===== config.mk =====
export PLATFORM = sky130hd
export DESIGN_NAME = onewire_rom_search
export DESIGN_NICKNAME = d
export VERILOG_FILES = /design/src/rtl/ows_pkg.sv /design/src/rtl/ows_step.sv /design/src/rtl/onewire_rom_search.sv
export SDC_FILE = /design/constraint.sdc
export NUM_CORES = 1
export LEC_CHECK = 0
export ABC_AREA = 0
export BUFFER_PORTS_ARGS = -buffer_cell sky130_fd_sc_hd__clkbuf_2
export CAP_MARGIN = 30
export CORE_ASPECT_RATIO = 0.5
export CORE_MARGIN = 2
export CORE_UTILIZATION = 49
export DETAILED_ROUTE_END_ITERATION = 12
export PLACE_DENSITY = 0.71
export SLEW_MARGIN = 30
export SYNTH_ARGS = -nofsm -noshare
export SYNTH_HDL_FRONTEND = slang
export SYNTH_HIERARCHICAL = 1
export SYNTH_SLANG_ARGS = --single-unit

===== constraint.sdc =====
create_clock -name clk -period 8.3 [get_ports clk]
set_clock_uncertainty 0.1 [all_clocks]
set_input_delay 0.83 -clock clk [delete_from_list [all_inputs] [get_ports clk]]
set_output_delay 0.83 -clock clk [all_outputs]
set_load 0.05 [all_outputs]

===== src/rtl/ows_pkg.sv =====
`timescale 1ns / 1ps
`default_nettype none
// ----------------------------------------------------------------------------
// ows_pkg
// Shared constants, codes and types of the one-wire search-ROM engine.
// ----------------------------------------------------------------------------
package ows_pkg;

	localparam int ROM_BITS   = 64;
	localparam int ROM_CODE_W = 64;
	localparam int POS_W      = $clog2(ROM_BITS + 1);
	localparam int IDX_W      = $clog2(ROM_BITS);

	localparam logic [1:0] CMD_CLEAR = 2'd0;
	localparam logic [1:0] CMD_START = 2'd1;
	localparam logic [1:0] CMD_PAIR  = 2'd2;

	localparam logic [2:0] ST_CHOSEN   = 3'd0;
	localparam logic [2:0] ST_FOUND    = 3'd1;
	localparam logic [2:0] ST_NODEV    = 3'd2;
	localparam logic [2:0] ST_FINISHED = 3'd3;
	localparam logic [2:0] ST_STARTED  = 3'd4;
	localparam logic [2:0] ST_IGNORED  = 3'd5;

	typedef struct packed {
		logic [POS_W-1:0]    disc;
		logic                fin;
		logic [ROM_BITS-1:0] prev;
		logic [ROM_BITS-1:0] build;
		logic [POS_W-1:0]    pos;
		logic [POS_W-1:0]    lastz;
		logic                open;
	} search_t;

	typedef struct packed {
		logic                  emit;
		logic [2:0]            status;
		logic                  dir;
		logic [ROM_CODE_W-1:0] rom;
		logic                  last;
	} result_t;

endpackage
`default_nettype wire


===== src/rtl/ows_step.sv =====
`timescale 1ns / 1ps
`default_nettype none
// ----------------------------------------------------------------------------
// ows_step
// Next search state and result for one item, from the current state.
// ----------------------------------------------------------------------------
module ows_step import ows_pkg::*; (
	input  wire search_t    cur,
	input  wire logic [1:0] command,
	input  wire logic       presence_ok,
	input  wire logic       id_bit,
	input  wire logic       complement_bit,
	output search_t         nxt,
	output result_t         res
);

	logic [IDX_W-1:0]    idx;
	logic                dir;
	logic [POS_W-1:0]    lastz_new;
	logic [ROM_BITS-1:0] build_new;
	logic                fin_new;

	always_comb begin
		nxt       = cur;
		res       = '0;
		idx       = IDX_W'(cur.pos - POS_W'(1));
		dir       = 1'b0;
		lastz_new = cur.lastz;
		build_new = cur.build;
		fin_new   = 1'b0;
		case (command)
			CMD_CLEAR: begin
				nxt.disc = '0;
				nxt.fin  = 1'b0;
				nxt.prev = '0;
				nxt.open = 1'b0;
			end
			CMD_START: begin
				res.emit = 1'b1;
				if (cur.fin) begin
					nxt.open   = 1'b0;
					res.status = ST_FINISHED;
				end else if (!presence_ok) begin
					nxt.disc   = '0;
					nxt.fin    = 1'b0;
					nxt.open   = 1'b0;
					res.status = ST_NODEV;
				end else begin
					nxt.pos    = POS_W'(1);
					nxt.lastz  = '0;
					nxt.build  = '0;
					nxt.open   = 1'b1;
					res.status = ST_STARTED;
				end
			end
			CMD_PAIR: begin
				res.emit = 1'b1;
				if (!cur.open) begin
					res.status = ST_IGNORED;
				end else if (id_bit && complement_bit) begin
					nxt.disc   = '0;
					nxt.fin    = 1'b0;
					nxt.open   = 1'b0;
					res.status = ST_NODEV;
				end else begin
					if (!id_bit && !complement_bit) begin
						if (cur.pos < cur.disc) begin
							dir = cur.prev[idx];
						end else if (cur.pos == cur.disc) begin
							dir = 1'b1;
						end else begin
							dir       = 1'b0;
							lastz_new = cur.pos;
						end
					end else begin
						dir = id_bit;
					end
					build_new[idx] = build_new[idx] | dir;
					nxt.build      = build_new;
					nxt.lastz      = lastz_new;
					res.dir        = dir;
					if (cur.pos >= POS_W'(ROM_BITS)) begin
						fin_new    = (lastz_new == '0);
						nxt.disc   = lastz_new;
						nxt.fin    = fin_new;
						nxt.prev   = build_new;
						nxt.open   = 1'b0;
						nxt.pos    = POS_W'(1);
						res.status = ST_FOUND;
						res.rom    = ROM_CODE_W'(build_new);
						res.last   = fin_new;
					end else begin
						nxt.pos    = cur.pos + POS_W'(1);
						res.status = ST_CHOSEN;
					end
				end
			end
			default: begin
				res.emit   = 1'b1;
				res.status = ST_IGNORED;
			end
		endcase
	end

endmodule
`default_nettype wire


===== src/rtl/onewire_rom_search.sv =====
`timescale 1ns / 1ps
`default_nettype none
// ----------------------------------------------------------------------------
// onewire_rom_search
// One-wire search-ROM engine: picks the direction bit for each id/complement
// pair and reports each ROM found across successive search passes.
// ----------------------------------------------------------------------------
// Takes one item per clock while not stalled. An accepted item updates the
// search state and, except for a clear, loads one result into the output
// register on the same edge; the result appears in the cycle after
// acceptance, from the single combinational pass through ows_step between
// the state and output registers. A waiting result is held while stalled,
// and a new item is taken in the same cycle the old result leaves.
module onewire_rom_search import ows_pkg::*; (
	input  wire logic                  clk,
	input  wire logic                  arst_n,
	input  wire logic                  in_valid,
	output logic                       in_stall,
	input  wire logic [1:0]            command,
	input  wire logic                  presence_ok,
	input  wire logic                  id_bit,
	input  wire logic                  complement_bit,
	output logic                       out_valid,
	input  wire logic                  out_stall,
	output logic [2:0]                 status,
	output logic                       direction_bit,
	output logic [ROM_CODE_W-1:0]      rom_code,
	output logic                       last_device
);

	localparam search_t STATE_RESET = '{disc: '0, fin: 1'b0, prev: '0, build: '0,
		pos: POS_W'(1), lastz: '0, open: 1'b0};

	search_t state_q;
	search_t state_nxt;
	result_t res;
	logic    out_valid_q;
	logic    in_accept;

	ows_step u_step (
		.cur            (state_q),
		.command        (command),
		.presence_ok    (presence_ok),
		.id_bit         (id_bit),
		.complement_bit (complement_bit),
		.nxt            (state_nxt),
		.res            (res)
	);

	assign in_stall  = out_valid_q && out_stall;
	assign in_accept = in_valid && !in_stall;

	always_ff @(posedge clk or negedge arst_n) begin
		if (!arst_n) begin
			state_q       <= STATE_RESET;
			out_valid_q   <= 1'b0;
		end else begin
			if (in_accept) begin
				state_q <= state_nxt;
			end
			if (in_accept) begin
				out_valid_q <= res.emit;
			end else if (!out_stall) begin
				out_valid_q <= 1'b0;
			end
		end
	end

	always_ff @(posedge clk) begin
		if (in_accept && res.emit) begin
			status        <= res.status;
			direction_bit <= res.dir;
			rom_code      <= res.rom;
			last_device   <= res.last;
		end
	end

	assign out_valid = out_valid_q;

	a_pos_range: assert property (@(posedge clk) disable iff (!arst_n)
		state_q.open |-> (state_q.pos >= POS_W'(1)) && (state_q.pos <= POS_W'(ROM_BITS)))
		else $error("bit position out of range while a pass is open");

	a_clear: assert property (@(posedge clk) disable iff (!arst_n)
		in_accept && command == CMD_CLEAR |=>
			state_q.disc == '0 && !state_q.fin && !state_q.open && state_q.prev == '0)
		else $error("clear did not reset search state");

	a_found_closes: assert property (@(posedge clk) disable iff (!arst_n)
		out_valid && status == ST_FOUND |-> !state_q.open)
		else $error("pass still open after rom found");

	a_zero_fields: assert property (@(posedge clk) disable iff (!arst_n)
		out_valid && status != ST_CHOSEN && status != ST_FOUND |->
			!direction_bit && rom_code == '0 && !last_device)
		else $error("unused result fields not zero");

endmodule
`default_nettype wire

==> impl_metrics.yaml <==
floorplan:
  initial_core_util: 0.500
  die_x_um: 237
  core_um2: 26500
  die_area_um2: 28500
  rows: 42
  die_h_um: 120
  io_pins: 80
clocking:
  root_buffer: "clkbuf_16"
  hold_buffers: 0
  clock_latency_ns: 0.52
  clock_sinks: 221
  cts_buffers: 22
  clock_path_buffers: 3
  clkTransAtPathRegs_ns: 0.07
  h-tree-depth: 1
  postCtsSetupRepairBufs: 0
  cts_tree: "yes"
  cts_resized: 0
yosys:
  syn_avg_cell_area_um2: 10.4
  synth_edf_count: 69
  syn_area_um2: 13300
  ys_types: 68
  ys_seq_area_frac: 0.443
  yosysWarnings: 6
  synth-seq-cells: 221
  synth_nets: 1296
  synth-async-reset-ratio: 0.688
  syn_inst: 1273
  synth_top_flop_cell: "dfrtp_1"
routing:
  finalWirelength_um: 35400
  postRouteAntennaNets: 0
  firstDrtPassIters: 5
  drc: 0
  routedWlPerCell_um: 21.3
  vias: 10600
  viasPerCell: 6.38
  drt_iter0_drc: 1162
hold_path:
  holdCritPathClass: "in -> async"
worst_setup_path:
  reg2reg_depth: 13
  crit_family: "simple AND/OR/NAND/NOR gates"
  cp_max_fo: 35
  cp.buffers_inverters: 4
  path_cells: "inv_1 -> ha_1 -> buf_4 -> inv_1 -> nor2_1 -> nand2_1 -> nor2_1 -> nor3_1 -> nor4b_4 -> a21o_2 -> buf_4 -> o31ai_1 -> mux2_1"
  reg2reg_from: "state_q[8]"
  cp.depth: 13
  critical_path_class: "reg -> reg"
  cpMaxStageDelayCell: "nor4b_4"
  end_kind: "register"
  critPathLaunchType: "register"
  slowest_delay_ns: 0.82
  crit_arrival_ns: 6.28
  cp-startpoint: "state_q[8]"
  crit_required_ns: 8.60
timing:
  layout_min_cycle_time_ns: 5.98
  fmax_mhz: 167
  finalHoldViolations: 0
  final-setup-viol-count: 0
  tns_ns: 0
  drv_slew: 0
  min_period_over_period: 0.720
  worst_slack_ns: 2.32
  tightest_slew_ns: 1.04
  rsz0062_at_grt: "no"
  relSlewSlack: 0.305
grt:
  grt_pass1_wl_um: 57100
  gr-total-overflow: 0
  grt_max_degree: 152
  grt.total_usage: 0.252
  antenna_found_initial: 0
  grt_pass1_vias: 10200
placed_design:
  place_congestion: 0.875
  pre_cts_ws_ns: 2.58
  dp_cells: 1619
  io_buffers: 79
  dp_hpwl_um: 21600
layout:
  nFillCells: 2241
  drive_above_1_share: 0.216
  multi_input_area_um2: 6790
  finalNetCount: 1316
  fin_util: 0.547
  instances_no_fill: 1661
  areaGrowthSynthToFinish_pct: 9.38
  diodes: 0
  seq_area_um2: 5880
outcome:
  outcome: "finished clean"
pwr:
  p_leak_nw: 6.61
  ir_worst_vdd_uv: 176
  power_density_nw_per_um2: 234
  design_power_total_mw: 3.39
run:
  drv_cap: 0
cells in the mapped netlist, drive strengths merged, types with 20 or more instances:
| cell type | instances | area (um2) |
|---|---|---|
| mux2 | 159 | 1790 |
| dfrtp | 151 | 3780 |
| o21ai | 145 | 726 |
| nand2 | 139 | 522 |
| nor2 | 93 | 349 |
| edfxtp | 69 | 2070 |
| a21o | 68 | 510 |
| a21oi | 67 | 335 |
| o31ai | 67 | 768 |
| buf | 61 | 410 |
| clkbuf | 42 | 158 |
| inv | 24 | 90.1 |
| a31oi | 20 | 125 |
| mux2i | 20 | 200 |
layout make-up:
class,instances,share of cell area
tap,352,0.0304
timing repair buffer,99,0.0397
inverter,24,0.00621
clock inverter,7,0.00785
sequential,221,0.405
clock buffer,33,0.0429
multi-input combinational,925,0.468
state kept, by name, summed over array words and instances (netlist names):
signal	cells
direction_bit	1
last_device	1
out_valid	1
rom_code	64
state_q	151
status	3
metrics by stage:
stage	hold WS, ns	instance area, um2
5_1_grt	0.314	14500
2_1_floorplan	0.374	13300
4_1_cts	0.275	14500
6_report	0.268	14500
3_3_place_gp	0.388	13700
3_5_place_dp	0.398	13700
per-layer routing:
layer | up-vias | part of all wire | global-route usage
li1 | 4736 | - | -
met1 | 5256 | 0.44 | 0.369
met2 | 526 | 0.44 | 0.385
met3 | 72 | 0.093 | 0.0491
met4 | 0 | 0.024 | 0.0621
met5 | - | 0 | 0
cell families (layout without fill, tap and decap cells):
family / count (synthesis) / in the layout / share of synthesized area
and+or+nand+nor: 291 / 291 / 0.0935
buffers and inverters: 127 / 163 / 0.0496
xor gates and xnor gates: 7 / 7 / 0.00519
adders and majority gates: 14 / 14 / 0.0132
DFF: 221 / 221 / 0.443
AOI/OAI and AO/OA: 421 / 421 / 0.223
muxes: 192 / 192 / 0.172
final timing paths:
kind	end	slack, ns
max	state_q[67]	2.32
min	state_q[116]	0.27
max reg2reg	state_q[67]	2.32
min reg2reg	state_q[92]	0.41
max in group asynchronous	state_q[18]	6.63
min in group clk	state_q[92]	0.41
power by group:
group	internal, mW	switching, mW	total [mW]
clock network	0.613	0.428	1.04
logic	0.282	0.895	1.18
registers	1.15	0.0160	1.17
worst reg2reg max path: stages (launching register included):
cell and delay (ns):
dfstp_2 0.53, inv_1 0.28, ha_1 0.41, buf_4 0.35, inv_1 0.44, nor2_1 0.59, nand2_1 0.68, nor2_1 0.26
nor3_1 0.11, nor4b_4 0.82, a21o_2 0.25, buf_4 0.51, o31ai_1 0.20, mux2_1 0.33
cell usage in the layout, fill, tap and decap left out, types with 13 or more instances in the layout:
cell type  synthesis  final
dfrtp_1          151    151
o21ai_0          145    145
nand2_1          139    139
nor2_1            93     91
mux2_1            90     90
clkbuf_2           0     78
mux2_2            69     69
edfxtp_1          69     69
a21oi_1           67     67
a21o_1            68     67
o31ai_2           53     53
inv_1             24     24
clkbuf_16          0     23
mux2i_1           20     20
a31oi_1           20     19
buf_4              3     17
o31ai_1           14     14
ha_1              14     14
nand3_1           14     13
mux4_2            13     13
Note: power is estimated with default switching activity, not from simulation.
